==> config.mk <==
export PLATFORM = sky130hd
export DESIGN_NAME = pid_controller_step
export DESIGN_NICKNAME = d
export VERILOG_FILES = /design/src/rtl/pidc_pkg.sv /design/src/rtl/pid_controller_step.sv /design/src/rtl/pidc_seq.sv
export VERILOG_INCLUDE_DIRS = /design/src /design/src/rtl
export SDC_FILE = /design/constraint.sdc
export NUM_CORES = 2
export LEC_CHECK = 0
export BUFFER_PORTS_ARGS = -buffer_cell sky130_fd_sc_hd__buf_2
export CAP_MARGIN = 40
export CELL_PAD_IN_SITES_DETAIL_PLACEMENT = 1
export CELL_PAD_IN_SITES_GLOBAL_PLACEMENT = 2
export CORE_ASPECT_RATIO = 0.6
export CORE_UTILIZATION = 41
export DETAILED_ROUTE_END_ITERATION = 6
export PLACE_DENSITY_LB_ADDON = 0.1
export SYNTH_ARGS = -nofsm -noshare
export SYNTH_HDL_FRONTEND = slang
export SYNTH_SLANG_ARGS = --single-unit
==> constraint.sdc <==
create_clock -name clock -period 11.95 [get_ports clock]
set_input_delay 0.5975 -clock clock [delete_from_list [all_inputs] [get_ports clock]]
set_output_delay 0.5975 -clock clock [all_outputs]
set_load 0.05 [all_outputs]
==> src/rtl/pid_controller_step_macros.svh <==
// ----------------------------------------------------------------------------
// PID controller step: assertion macros
// Shorthand for the concurrent checks at the end of the top level.
// ----------------------------------------------------------------------------
`ifndef PID_CONTROLLER_STEP_MACROS_SVH
`define PID_CONTROLLER_STEP_MACROS_SVH

// The consequent must hold in the same cycle as the antecedent.
`define PIDC_ASSERT_IMPL(name, ante, cons, msg) \
   name: assert property (@(posedge clock) disable iff (reset) (ante) |-> (cons)) \
      else $error(msg);

// The consequent must hold in the cycle after the antecedent.
`define PIDC_ASSERT_NEXT(name, ante, cons, msg) \
   name: assert property (@(posedge clock) disable iff (reset) (ante) |=> (cons)) \
      else $error(msg);

`endif

==> src/rtl/pidc_pkg.sv <==
// ----------------------------------------------------------------------------
// PID controller step: shared package
// Widths, register indexes, microcode codes and beat types.
// ----------------------------------------------------------------------------
`timescale 1ns / 1ps

package pidc_pkg;

   localparam int DATA_W          = 32;
   localparam int LIMIT_W         = 31;
   localparam int ACC_W           = 64;
   localparam int Q_FRAC_BITS     = 16;
   localparam int INTEG_FRAC_BITS = 32;
   localparam int MUL_W           = DATA_W + 1;
   localparam int PROD_W          = 2 * MUL_W;
   localparam int SUM_W           = DATA_W + 2;
   localparam int I_PROD_SHIFT    = 32 - INTEG_FRAC_BITS;
   localparam int NUM_STEPS       = 7;
   localparam int STEP_W          = $clog2(NUM_STEPS);
   localparam int CSR_INDEX_W     = 3;

   typedef enum logic [CSR_INDEX_W-1:0] {
      CSR_GAIN_P       = 3'd0,
      CSR_GAIN_D       = 3'd1,
      CSR_GAIN_I       = 3'd2,
      CSR_ENABLE       = 3'd3,
      CSR_OUTPUT_LIMIT = 3'd4,
      CSR_Y_MAX        = 3'd5,
      CSR_OPEN_LOOP    = 3'd6
   } csr_index_type;

   typedef logic [STEP_W-1:0] step_type;

   typedef enum logic [2:0] {
      UOP_LATCH,
      UOP_PENDING,
      UOP_SET,
      UOP_INTEG,
      UOP_SUM,
      UOP_UPDATE,
      UOP_PUBLISH
   } uop_type;

   typedef enum logic [1:0] {
      MSEL_NONE,
      MSEL_P,
      MSEL_D,
      MSEL_I
   } msel_type;

   typedef enum logic [1:0] {
      COND_NONE,
      COND_REQ,
      COND_ROOM
   } cond_type;

   typedef struct packed {
      uop_type  uop;
      msel_type msel;
      logic     fire;
   } ctrl_type;

   typedef struct packed {
      logic signed [DATA_W-1:0] error_p;
      logic signed [DATA_W-1:0] error_d;
      logic signed [DATA_W-1:0] feed_forward;
      logic                     integrator_set;
      logic                     integrator_hold;
      logic signed [DATA_W-1:0] integrator_value;
   } req_type;

   typedef struct packed {
      logic signed [DATA_W-1:0] control_out;
      logic signed [DATA_W-1:0] integrator_out;
      logic signed [DATA_W-1:0] p_part;
      logic signed [DATA_W-1:0] d_part;
      logic                     limited;
   } rsp_type;

endpackage

==> src/rtl/pid_controller_step.sv <==
// ----------------------------------------------------------------------------
// PID controller step with anti-windup
// Steps: latch, pending, set, integ, sum, update and publish, which waits for
// output room. The seven-step microprogram runs the three products through
// one shared 33 x 33 multiplier and takes a new beat only at the latch step.
// Reset clears the state and the step counter and reloads register defaults.
// ----------------------------------------------------------------------------
`timescale 1ns / 1ps
`include "pid_controller_step_macros.svh"

module pid_controller_step
   import pidc_pkg::*;
(
   input  logic                   clock,
   input  logic                   reset,
   input  logic                   req_valid,
   output logic                   req_ready,
   input  req_type                req_data,
   output logic                   rsp_valid,
   input  logic                   rsp_ready,
   output rsp_type                rsp_data,
   input  logic                   csr_we,
   input  logic [CSR_INDEX_W-1:0] csr_index,
   input  logic [DATA_W-1:0]      csr_wdata
);

   ctrl_type ctrl;
   logic     out_room;

   logic signed [DATA_W-1:0]  gain_p_ff, gain_p_in;
   logic signed [DATA_W-1:0]  gain_d_ff, gain_d_in;
   logic [DATA_W-1:0]         gain_i_ff, gain_i_in;
   logic                      enable_ff, enable_in;
   logic [LIMIT_W-1:0]        out_limit_ff, out_limit_in;
   logic [LIMIT_W-1:0]        y_max_ff, y_max_in;
   logic                      open_loop_ff, open_loop_in;
   logic                      pending_ff, pending_in;

   logic signed [ACC_W-1:0]   accum_ff, accum_in;
   logic signed [DATA_W-1:0]  prev_ff, prev_in;
   logic signed [DATA_W-1:0]  held_ff, held_in;
   logic                      frozen_ff, frozen_in;

   req_type                   req_ff, req_in;
   logic signed [PROD_W-1:0]  mul_ff, mul_in;
   logic signed [DATA_W-1:0]  p_ff, p_in;
   logic signed [DATA_W-1:0]  d_ff, d_in;
   logic signed [DATA_W-1:0]  integ_ff, integ_in;
   logic signed [SUM_W-1:0]   sum_ff, sum_in;
   logic signed [DATA_W-1:0]  yc_ff, yc_in;
   logic                      limited_ff, limited_in;
   rsp_type                   rsp_ff, rsp_in;
   logic                      rsp_valid_ff, rsp_valid_in;

   logic [LIMIT_W-1:0]        lim;
   logic signed [PROD_W-1:0]  lim_w;
   logic signed [SUM_W-1:0]   lim_s;
   logic signed [DATA_W-1:0]  integ_now;
   logic signed [MUL_W-1:0]   mul_a;
   logic signed [MUL_W-1:0]   mul_b;

   function automatic logic signed [DATA_W-1:0] sat32(input logic signed [PROD_W-1:0] x);
      logic signed [DATA_W-1:0] r;
      if (x[PROD_W-1:DATA_W-1] == '0 || x[PROD_W-1:DATA_W-1] == '1) begin
         r = x[DATA_W-1:0];
      end else if (x[PROD_W-1]) begin
         r = {1'b1, {(DATA_W-1){1'b0}}};
      end else begin
         r = {1'b0, {(DATA_W-1){1'b1}}};
      end
      return r;
   endfunction

   function automatic logic signed [DATA_W-1:0] clamp_lim(input logic signed [PROD_W-1:0] x,
                                                         input logic signed [PROD_W-1:0] l);
      logic signed [DATA_W-1:0] r;
      if (x > l) begin
         r = l[DATA_W-1:0];
      end else if (x < -l) begin
         r = DATA_W'(-l);
      end else begin
         r = x[DATA_W-1:0];
      end
      return r;
   endfunction

   function automatic logic signed [ACC_W-1:0] to_accum(input logic signed [DATA_W-1:0] v);
      logic signed [ACC_W-1:0] r;
      r = ACC_W'(v);
      return r <<< INTEG_FRAC_BITS;
   endfunction

   function automatic logic signed [ACC_W-1:0] sat_add64(input logic signed [ACC_W-1:0] a,
                                                        input logic signed [ACC_W-1:0] b);
      logic signed [ACC_W:0]   s;
      logic signed [ACC_W-1:0] r;
      s = (ACC_W+1)'(a) + (ACC_W+1)'(b);
      if (s[ACC_W] != s[ACC_W-1]) begin
         r = s[ACC_W] ? {1'b1, {(ACC_W-1){1'b0}}} : {1'b0, {(ACC_W-1){1'b1}}};
      end else begin
         r = s[ACC_W-1:0];
      end
      return r;
   endfunction

   pidc_seq u_seq (
      .clock     (clock),
      .reset     (reset),
      .req_valid (req_valid),
      .out_room  (out_room),
      .ctrl      (ctrl)
   );

   assign out_room  = !rsp_valid_ff || rsp_ready;
   assign req_ready = (ctrl.uop == UOP_LATCH);
   assign rsp_valid = rsp_valid_ff;
   assign rsp_data  = rsp_ff;

   always_comb begin
      lim       = (out_limit_ff < y_max_ff) ? out_limit_ff : y_max_ff;
      lim_w     = signed'(PROD_W'(lim));
      lim_s     = signed'(SUM_W'(lim));
      integ_now = sat32(PROD_W'(accum_ff >>> INTEG_FRAC_BITS));

      case (ctrl.msel)
         MSEL_P: begin
            mul_a = MUL_W'(gain_p_ff);
            mul_b = MUL_W'(req_ff.error_p);
         end
         MSEL_D: begin
            mul_a = MUL_W'(gain_d_ff);
            mul_b = MUL_W'(req_ff.error_d) - MUL_W'(prev_ff);
         end
         MSEL_I: begin
            mul_a = MUL_W'(p_ff);
            mul_b = signed'({1'b0, gain_i_ff});
         end
         default: begin
            mul_a = '0;
            mul_b = '0;
         end
      endcase
      mul_in = mul_a * mul_b;

      gain_p_in    = gain_p_ff;
      gain_d_in    = gain_d_ff;
      gain_i_in    = gain_i_ff;
      enable_in    = enable_ff;
      out_limit_in = out_limit_ff;
      y_max_in     = y_max_ff;
      open_loop_in = open_loop_ff;
      pending_in   = pending_ff;
      accum_in     = accum_ff;
      prev_in      = prev_ff;
      held_in      = held_ff;
      frozen_in    = frozen_ff;
      req_in       = req_ff;
      p_in         = p_ff;
      d_in         = d_ff;
      integ_in     = integ_ff;
      sum_in       = sum_ff;
      yc_in        = yc_ff;
      limited_in   = limited_ff;
      rsp_in       = rsp_ff;
      rsp_valid_in = rsp_valid_ff && !rsp_ready;

      case (ctrl.uop)
         UOP_LATCH: begin
            if (ctrl.fire) begin
               req_in = req_data;
            end
         end
         UOP_PENDING: begin
            if (pending_ff) begin
               if (PROD_W'(integ_now) > lim_w || PROD_W'(integ_now) < -lim_w) begin
                  accum_in = to_accum(clamp_lim(PROD_W'(integ_now), lim_w));
               end
               pending_in = 1'b0;
            end
         end
         UOP_SET: begin
            if (req_ff.integrator_set) begin
               accum_in  = to_accum(clamp_lim(PROD_W'(req_ff.integrator_value), lim_w));
               frozen_in = 1'b1;
            end else begin
               frozen_in = req_ff.integrator_hold;
            end
            p_in    = sat32(mul_ff >>> Q_FRAC_BITS);
            prev_in = req_ff.error_d;
         end
         UOP_INTEG: begin
            integ_in = integ_now;
            d_in     = clamp_lim(mul_ff >>> Q_FRAC_BITS, lim_w);
         end
         UOP_SUM: begin
            sum_in = SUM_W'(p_ff) + SUM_W'(d_ff) + SUM_W'(integ_ff) + SUM_W'(req_ff.feed_forward);
         end
         UOP_UPDATE: begin
            limited_in = 1'b0;
            if (!enable_ff) begin
               accum_in = '0;
               yc_in    = '0;
            end else if (sum_ff >= lim_s) begin
               yc_in      = lim_s[DATA_W-1:0];
               limited_in = 1'b1;
            end else if (sum_ff < -lim_s) begin
               yc_in      = DATA_W'(-lim_s);
               limited_in = 1'b1;
            end else begin
               yc_in = sum_ff[DATA_W-1:0];
               if (!frozen_ff) begin
                  accum_in = sat_add64(accum_ff, ACC_W'(mul_ff >>> I_PROD_SHIFT));
               end else begin
                  accum_in = to_accum(integ_ff);
               end
            end
         end
         UOP_PUBLISH: begin
            if (ctrl.fire) begin
               if (!open_loop_ff) begin
                  held_in = yc_ff;
               end
               rsp_in.control_out    = open_loop_ff ? held_ff : yc_ff;
               rsp_in.integrator_out = integ_ff;
               rsp_in.p_part         = p_ff;
               rsp_in.d_part         = d_ff;
               rsp_in.limited        = limited_ff;
               rsp_valid_in          = 1'b1;
            end
         end
         default: begin
         end
      endcase

      if (csr_we) begin
         case (csr_index)
            CSR_GAIN_P:    gain_p_in    = csr_wdata;
            CSR_GAIN_D:    gain_d_in    = csr_wdata;
            CSR_GAIN_I:    gain_i_in    = csr_wdata;
            CSR_ENABLE:    enable_in    = csr_wdata[0];
            CSR_OUTPUT_LIMIT: begin
               out_limit_in = csr_wdata[LIMIT_W-1:0];
               pending_in   = 1'b1;
            end
            CSR_Y_MAX: begin
               y_max_in   = csr_wdata[LIMIT_W-1:0];
               pending_in = 1'b1;
            end
            CSR_OPEN_LOOP: open_loop_in = csr_wdata[0];
            default: begin
            end
         endcase
      end
   end

   always_ff @(posedge clock) begin
      if (reset) begin
         gain_p_ff    <= DATA_W'(65536);
         gain_d_ff    <= '0;
         gain_i_ff    <= '0;
         enable_ff    <= 1'b0;
         out_limit_ff <= '0;
         y_max_ff     <= '1;
         open_loop_ff <= 1'b0;
         pending_ff   <= 1'b0;
         accum_ff     <= '0;
         prev_ff      <= '0;
         held_ff      <= '0;
         frozen_ff    <= 1'b0;
         rsp_valid_ff <= 1'b0;
      end else begin
         gain_p_ff    <= gain_p_in;
         gain_d_ff    <= gain_d_in;
         gain_i_ff    <= gain_i_in;
         enable_ff    <= enable_in;
         out_limit_ff <= out_limit_in;
         y_max_ff     <= y_max_in;
         open_loop_ff <= open_loop_in;
         pending_ff   <= pending_in;
         accum_ff     <= accum_in;
         prev_ff      <= prev_in;
         held_ff      <= held_in;
         frozen_ff    <= frozen_in;
         rsp_valid_ff <= rsp_valid_in;
      end
   end

   always_ff @(posedge clock) begin
      req_ff     <= req_in;
      mul_ff     <= mul_in;
      p_ff       <= p_in;
      d_ff       <= d_in;
      integ_ff   <= integ_in;
      sum_ff     <= sum_in;
      yc_ff      <= yc_in;
      limited_ff <= limited_in;
      rsp_ff     <= rsp_in;
   end

   // A published result must appear on the output in the next cycle.
   `PIDC_ASSERT_NEXT(a_publish_shows, (ctrl.uop == UOP_PUBLISH) && ctrl.fire, rsp_valid_ff, "published beat not shown")
   // A result may only be published when the output register is free.
   `PIDC_ASSERT_IMPL(a_publish_room, (ctrl.uop == UOP_PUBLISH) && ctrl.fire, !rsp_valid_ff || rsp_ready, "result beat overwritten")
   // A taken request beat starts the microprogram at the limit step.
   `PIDC_ASSERT_NEXT(a_accept_start, req_valid && req_ready, ctrl.uop == UOP_PENDING, "sequencer did not start")

endmodule

==> src/rtl/pidc_seq.sv <==
// ----------------------------------------------------------------------------
// PID controller step: microcode sequencer
// Step counter and control store; each step issues one control word.
// ----------------------------------------------------------------------------
`timescale 1ns / 1ps

module pidc_seq
   import pidc_pkg::*;
(
   input  logic     clock,
   input  logic     reset,
   input  logic     req_valid,
   input  logic     out_room,
   output ctrl_type ctrl
);

   typedef struct packed {
      uop_type  uop;
      msel_type msel;
      cond_type cond;
      logic     jump;
      step_type target;
   } ucode_type;

   step_type  pc_ff;
   step_type  pc_in;
   ucode_type word;
   logic      fire;

   function automatic ucode_type ucode(input step_type pc);
      ucode_type w;
      w = '{uop: UOP_LATCH, msel: MSEL_NONE, cond: COND_REQ, jump: 1'b0, target: '0};
      case (pc)
         step_type'(0): w = '{uop: UOP_LATCH,   msel: MSEL_NONE, cond: COND_REQ,
                              jump: 1'b0, target: '0};
         step_type'(1): w = '{uop: UOP_PENDING, msel: MSEL_P,    cond: COND_NONE,
                              jump: 1'b0, target: '0};
         step_type'(2): w = '{uop: UOP_SET,     msel: MSEL_D,    cond: COND_NONE,
                              jump: 1'b0, target: '0};
         step_type'(3): w = '{uop: UOP_INTEG,   msel: MSEL_I,    cond: COND_NONE,
                              jump: 1'b0, target: '0};
         step_type'(4): w = '{uop: UOP_SUM,     msel: MSEL_I,    cond: COND_NONE,
                              jump: 1'b0, target: '0};
         step_type'(5): w = '{uop: UOP_UPDATE,  msel: MSEL_NONE, cond: COND_NONE,
                              jump: 1'b0, target: '0};
         step_type'(6): w = '{uop: UOP_PUBLISH, msel: MSEL_NONE, cond: COND_ROOM,
                              jump: 1'b1, target: '0};
         default: w = '{uop: UOP_LATCH, msel: MSEL_NONE, cond: COND_NONE,
                        jump: 1'b1, target: '0};
      endcase
      return w;
   endfunction

   always_comb begin
      word = ucode(pc_ff);
      case (word.cond)
         COND_REQ:  fire = req_valid;
         COND_ROOM: fire = out_room;
         default:   fire = 1'b1;
      endcase
      if (!fire) begin
         pc_in = pc_ff;
      end else if (word.jump) begin
         pc_in = word.target;
      end else begin
         pc_in = step_type'(pc_ff + 1'b1);
      end
      ctrl.uop  = word.uop;
      ctrl.msel = word.msel;
      ctrl.fire = fire;
   end

   always_ff @(posedge clock) begin
      if (reset) begin
         pc_ff <= '0;
      end else begin
         pc_ff <= pc_in;
      end
   end

endmodule
Yosys cells after proc, flatten, opt, wreduce, memory -nomap -nowiden
Cells that the tools add are included.
{ "word_totals": {"ff_bits": 782, "latchBits": 0, "mem_bits_rw": 0, "mem_bits_ro": 0, "in_bits": 170, "out_inout_bits": 131, "memories": 0} }
{ "op_classes": {"add_sub_neg": 8, "multipliers": 1, "n_div": 0, "order_cmp": 9, "n_eq_ne": 31, "shift": 0, "muxes": 37, "bitwise": 1, "reduce_logical": 25} }
{ "ops": {"columns": ["cell", "count"], "rows": [
  ["two-way mux 64 bit", 9],
  ["two-way mux 32 bit", 11],
  ["one-hot mux 33 bit (3 select lines)", 2],
  ["one-hot mux 64 bit (3 select lines)", 1],
  ["< comparator 32 x 66 -> 1 bit", 2],
  ["two-way mux 31 bit", 3],
  ["one-hot mux 11 bit (7 select lines)", 1],
  ["equality test 35 bit (second input constant)", 2],
  ["logical NOT 35 bit", 2],
  ["< comparator 50 x 66 -> 1 bit", 1],
  ["multiplier 33 x 33 -> 66 bit", 1],
  ["negator 31 -> 66 bit", 1],
  ["adder 64 x 64 -> 65 bit", 1],
  ["> comparator 32 bit", 2],
  ["> comparator 50 x 32 -> 1 bit", 1],
  ["adder 33 x 32 -> 34 bit", 1],
  ["adder 34 x 32 -> 34 bit", 1],
  [">= comparator 34 x 32 -> 1 bit", 1],
  ["< comparator 34 bit", 1],
  ["negator 31 -> 34 bit", 1],
  ["adder 32 x 32 -> 33 bit", 1],
  ["subtractor 32 x 32 -> 33 bit", 1],
  ["< comparator 31 bit", 1],
  ["equality test 3 bit (second input constant)", 9],
  ["20 further kinds", 55]
]} }

Logic depth before layout (Yosys ltp)
{ "logic_depth": {"word_depth": 9, "mapped_depth": 43, "ltp_nobuf": 42} }

Hierarchy
A second synthesis with hierarchy kept.
{ "unflattened": {"cells_unflattened": 9190, "hier_area_um2": 85548.3} }
{ "modules_own_cells": {"columns": ["module", "n_inst", "cells_per_inst", "area_per_inst_um2", "seq_area_each_um2"], "rows": [
  ["pid_controller_step", 1, 9158, 85306.8, 19819.0],
  ["pidc_seq", 1, 32, 241.5, 60.1]
]} }

Least setup slack after synthesis
OpenSTA, ideal clock, no wires.
{ "synth_timing": {"path_type": "flip-flop to flip-flop", "startpoint": "register u_seq.pc_ff[0]", "endpoint": "register mul_ff[63]", "arrival_time_ns": 9.896, "path_slack_ns": 1.982, "path_stages_with_launch": 32, "n_path_buf": 4, "period_less_slack_ns": 9.968, "cell_sequence": "dfxtp_1 > inv_1 > ha_1 > nor3_1 > or2_2 > clkbuf_1 > clkbuf_1 > buf_1 > mux2i_1 > o22ai_1 > clkbuf_1 > nand2_1 > fa_1 > fa_1 > inv_1 > fa_1 > fa_1 > fa_1 > fa_1 > fa_1 > inv_1 > fa_1 > inv_1 > ha_1 > a21o_1 > a21o_1 > a21oi_1 > o21ai_0 > a21o_1 > a221o_1 > a41oi_1 > xnor2_1"} }
{ "synth_between": {"elab_chain_len": 5} }
{ "synth_lines": {"columns": ["element", "line_no", "text"], "rows": [
  ["start: declaration", "pidc_seq.sv:25", "step_type pc_ff;"],
  ["start signal: assignment", "pidc_seq.sv:77", "pc_ff <= pc_in;"],
  ["equality test 3 bit, or another cell as far along", "pidc_seq.sv:33", "case (pc)"],
  ["one-hot mux 11 bit (7 select lines) (*)", "pidc_seq.sv:33", null],
  ["equality test 2 bit / equality test 2 x 1 -> 1 bit (equally long branches)", "pid_controller_step.sv:125", "case (ctrl.msel)"],
  ["one-hot mux 33 bit (3 select lines)", "pid_controller_step.sv:125", null],
  ["multiplier 33 x 33 -> 66 bit (*)", "pid_controller_step.sv:143", "mul_in = mul_a * mul_b;"],
  ["via mul_in[63]", "pid_controller_step.sv:45", "logic signed [PROD_W-1:0] mul_ff, mul_in;"],
  ["end signal: assignment", "pid_controller_step.sv:290", "mul_ff <= mul_in;"],
  ["end: declaration", "pid_controller_step.sv:45", null]
]} }
The timed path passes the listed nets; every way through them passes the cells marked *.
A chain may end at the register's enable or synchronous reset.

Final worst setup path
{ "layout_timing": {"startpoint": "register req_ff[66] (netlist bit)", "endpoint": "register mul_ff[55]"} }
{ "layout_between": {"elab_chain_len": 3} }
{ "layout_lines": {"columns": ["element", "line_no", "text"], "rows": [
  ["start: declaration", "pid_controller_step.sv:44", "req_type req_ff, req_in;"],
  ["start signal: assignment", "pid_controller_step.sv:289", "req_ff <= req_in;"],
  ["subtractor 32 x 32 -> 33 bit", "pid_controller_step.sv:132", "mul_b = MUL_W'(req_ff.error_d) - MUL_W'(prev_ff);"],
  ["one-hot mux 33 bit (3 select lines)", "pid_controller_step.sv:125", null],
  ["multiplier 33 x 33 -> 66 bit", "pid_controller_step.sv:143", null],
  ["via mul_in[55]", "pid_controller_step.sv:45", null]
]} }
The timed path passes the listed nets, and every way through them passes these cells.

==> flow_summary.rst <==
.. list-table::
   :header-rows: 1

   * - Metric
     - Value
   * - Outcome
     - complete, no violations
   * - Layout net count
     - ~12,000
   * - Crit start category
     - flip-flop
   * - YS warnings
     - 0
   * - Total standard cell area after synthesis
     - around 86,000 µm²
   * - Transition time at the pin with the least slew margin
     - ~1100 ps
   * - Final weighted congestion in routability-driven placement
     - 1.04
   * - Number of nets with antenna violations after detailed routing
     - 0
   * - Crit Path Category
     - flip-flop to flip-flop
   * - First-pass GRT wire length
     - ~550 mm
   * - Final Critical Period
     - about 12,000 ps
   * - Worst path most repeated cell
     - fa_1
   * - CTS tree
     - done
   * - Die area
     - about 210,000 µm²
   * - Min-delay worst type
     - input pin to flip-flop
   * - Sinks on Clock Net
     - 782
   * - Total routed wirelength
     - a little under 400 mm
   * - Final setup vio count
     - 0
   * - Leftover overflow at the end of global routing
     - 0
   * - Sequential share of the synthesized area
     - 0.232
   * - Post-synth EDFFs
     - approximately 420
   * - Detailed-routing iteration count for the pre-antenna-repair pass
     - 6
   * - Number of max-capacitance violations reported
     - 0
   * - Top FF cell, synth
     - edfxtp_1
   * - Cell area power density
     - between 200 and 250 nW/µm²
   * - Global-route usage over all layers
     - 0.368
   * - Max IR drop VDD
     - approximately 150 µV
   * - Root Buffer Master
     - clkbuf_16
   * - Number of slew-limit violations in the final report
     - 0
   * - Average footprint of a synthesized cell
     - around 9.2 µm²
   * - Crit Path Max Fanout
     - 13
   * - Start point of the worst min-delay path
     - req_data[35]
   * - Number of antenna violations at the first check in global routing
     - 48
   * - Maximum root-to-sink buffer count
     - 3
   * - Area added between synthesis and finish
     - 12.0%
   * - Clock skew
     - between 80 and 90 ps
   * - Worst hold slack across all endpoints
     - between 40 and 50 ps
   * - Die width
     - slightly below 600 µm
   * - Total chip power
     - 22.2 mW
   * - Net count after synthesis
     - ~11,000
   * - Data required time of the worst path
     - ~13,000 ps
   * - Std cell rows
     - about 130
   * - Via Count
     - around 74,000
   * - Starting density of the core
     - 0.414
   * - Period Utilization, post-route
     - 0.965
   * - Cell at the slowest stage of the critical path
     - a21oi_4
   * - Total negative setup slack
     - 0 ps
   * - Slowest Stage Delay on Critical Path
     - ~670 ps
   * - Max Freq
     - 86.8 MHz
   * - Tightest slew margin relative to the limit
     - 0.274
   * - Pin count of the biggest net entering global routing
     - between 70 and 80
   * - Proportion of synthesized flip-flops having asynchronous set or reset
     - 0
   * - Worst Path Arrival
     - between 10,000 and 15,000 ps
   * - Post-DP Area
     - about 90,000 µm²
   * - Final hold violation count
     - 0
   * - Post-route core utilization
     - 0.464
   * - Ratio of cells with drive above 1 in the final layout
     - 0.102
   * - Setup repair after global routing missed its margin
     - no
   * - Number of different library cells in the post-synthesis netlist
     - 89
   * - Number of vias per cell after detailed routing
     - a little under 6
   * - Source-to-sink clock delay at the later pin of the worst-skew pair
     - 740 ps
   * - Number of levels the H-tree was split into
     - 3
   * - Per-cell routed wire length
     - 31.0 µm
   * - Number of register bits inferred by synthesis
     - between 700 and 800
   * - Lkg Pwr
     - 43.9 nW
   * - Start point of the critical path
     - req_ff[66]
   * - Fin area
     - 95,900 µm²
   * - TritonCTS buffer count
     - 87
   * - DRC violations left
     - 0
   * - Number of instances in the synthesized netlist
     - approximately 9,300
   * - Vertical die dimension
     - roughly 360 µm
   * - Port Buf Inserts
     - 300
   * - Number of design-rule violations left by the first detailed-router iteration
     - ~7,900
   * - Number of ports placed on the die boundary
     - approximately 300
   * - Beginning of the worst register-to-register path
     - req_ff[66]
   * - Vias in the first global route
     - approximately 74,000
   * - HPWL reported at the end of detailed placement
     - roughly 320 mm
   * - Clock transition time at the flip-flop clock pins of the worst setup and hold paths
     - around 70 ps
   * - Placeable core region
     - a little over 200,000 µm²
   * - Setup crit end kind
     - flip-flop
[worst max-delay path, delay by kind of cell (launching register included)]
family                     cells  cell delay (ps)
AOI/OAI and AO/OA             15             4030
xor gates and xnor gates       1              150
adders and majority gates     11             4720
buffers and inverters          8             1110
DFF                            1              350
and+or+nand+nor                5              990
[worst paths after layout]
kind	cells past startpoint	slack [ps]	endpoint
max	40	420	mul_ff[55]
min	1	40	req_ff[35]
max reg2reg	40	420	mul_ff[55]
min reg2reg	0	440	rsp_data[0]
[cells by family (layout without fill, tap and decap cells)]
group / count (synthesis) / in the layout / share of synthesized area
xor gates and xnor gates: 188 / 188 / 0.0192
DFF: 782 / 782 / 0.232
other: 0 / 8 / 0
and+or+nand+nor: 2799 / 2799 / 0.143
muxes: 138 / 138 / 0.0167
adders and majority gates: 1915 / 1915 / 0.384
buffers and inverters: 1819 / 2239 / 0.0802
AOI/OAI and AO/OA: 1700 / 1700 / 0.125
[sequential cells by signal (all words and copies together) (netlist names), 3 cells and up, named ones only]
signal        flops
gain_d_ff        32
p_ff             32
integ_ff         32
held_ff          32
gain_p_ff        32
accum_ff         33
yc_ff            32
mul_ff           66
out_limit_ff     31
req_ff          130
d_ff             32
prev_ff          32
u_seq.pc_ff       3
sum_ff           34
rsp_data        129
gain_i_ff        32
y_max_ff         31
[timing repair]
item,4_1_cts,5_1_grt
hold endpoints to repair,20,0
hold buffers,20,0
endpoints found under the setup margin,2,13
setup buffers,0,1
gates resized for setup,1,9
pin swaps,0,1
[through the flow]
stage                     std cells  setup WS, ps
after floorplan                9341          1980
after detailed placement      12319           115
after global routing          12514          4.32
after CTS                     12502           156
after global placement        12275           168
final                         12520           423
[layer usage]
metal	global-route usage	vias up	share of wire
met5	0	-	0.00012
met4	0.0603	8	0.017
met3	0.125	343	0.12
met2	0.487	3281	0.38
met1	0.573	38591	0.48
li1	-	31452	-
[final cells by class]
| type | instances | area [µm²] |
|---|---|---|
| Clock buffer | 105 | 2330 |
| Multi-Input combinational cell | 6740 | 59600 |
| Fill cell | 23669 | 111000 |
| Timing Repair Buffer | 691 | 4840 |
| Inverter | 1385 | 5200 |
| Tap cell | 2751 | 3440 |
| Clock inverter | 58 | 579 |
| Antenna cell | 8 | 20.0 |
| Sequential cell | 782 | 19900 |
[Yosys cell counts, types with 85 or more instances]
cell      instances  area share
nand3_1         108      0.0063
nand2b_1         85      0.0062
clkbuf_1        381       0.017
fa_1           1189        0.28
ha_1            726        0.11
a21oi_1         602       0.035
nor2_1          638       0.028
a21o_1          195       0.017
nor3_1          161      0.0094
inv_1          1382       0.061
nand4_1          98      0.0072
edfxtp_1        422        0.15
xnor2_1         135       0.014
and2_1          110      0.0080
dfxtp_1         360       0.084
nand2_1        1375       0.060
mux2i_1         100       0.012
o21ai_0         313       0.018
[where the power goes]
part / switching, mW / leakage (nW) / internal, mW
Combinational: 10.1 / 35.7 / 4.91
Sequential: 0.747 / 6.80 / 3.59
Clock: 1.32 / 1.40 / 1.51
Total: 12.1 / 43.9 / 10.0
[layout by cell type, fill, tap and decap left out, types with 108 or more instances in the layout]
| cell type | Yosys | routed |
|---|---|---|
| a21o_1 | 195 | 195 |
| a21oi_1 | 602 | 591 |
| and2_1 | 110 | 108 |
| buf_2 | 21 | 309 |
| buf_4 | 0 | 329 |
| dfxtp_1 | 360 | 360 |
| edfxtp_1 | 422 | 422 |
| fa_1 | 1189 | 1189 |
| ha_1 | 726 | 726 |
| inv_1 | 1382 | 1381 |
| nand2_1 | 1375 | 1374 |
| nand3_1 | 108 | 108 |
| nor2_1 | 638 | 630 |
| nor3_1 | 161 | 155 |
| o21ai_0 | 313 | 293 |
| xnor2_1 | 135 | 130 |
Note: power is estimated with default switching activity, not from simulation.
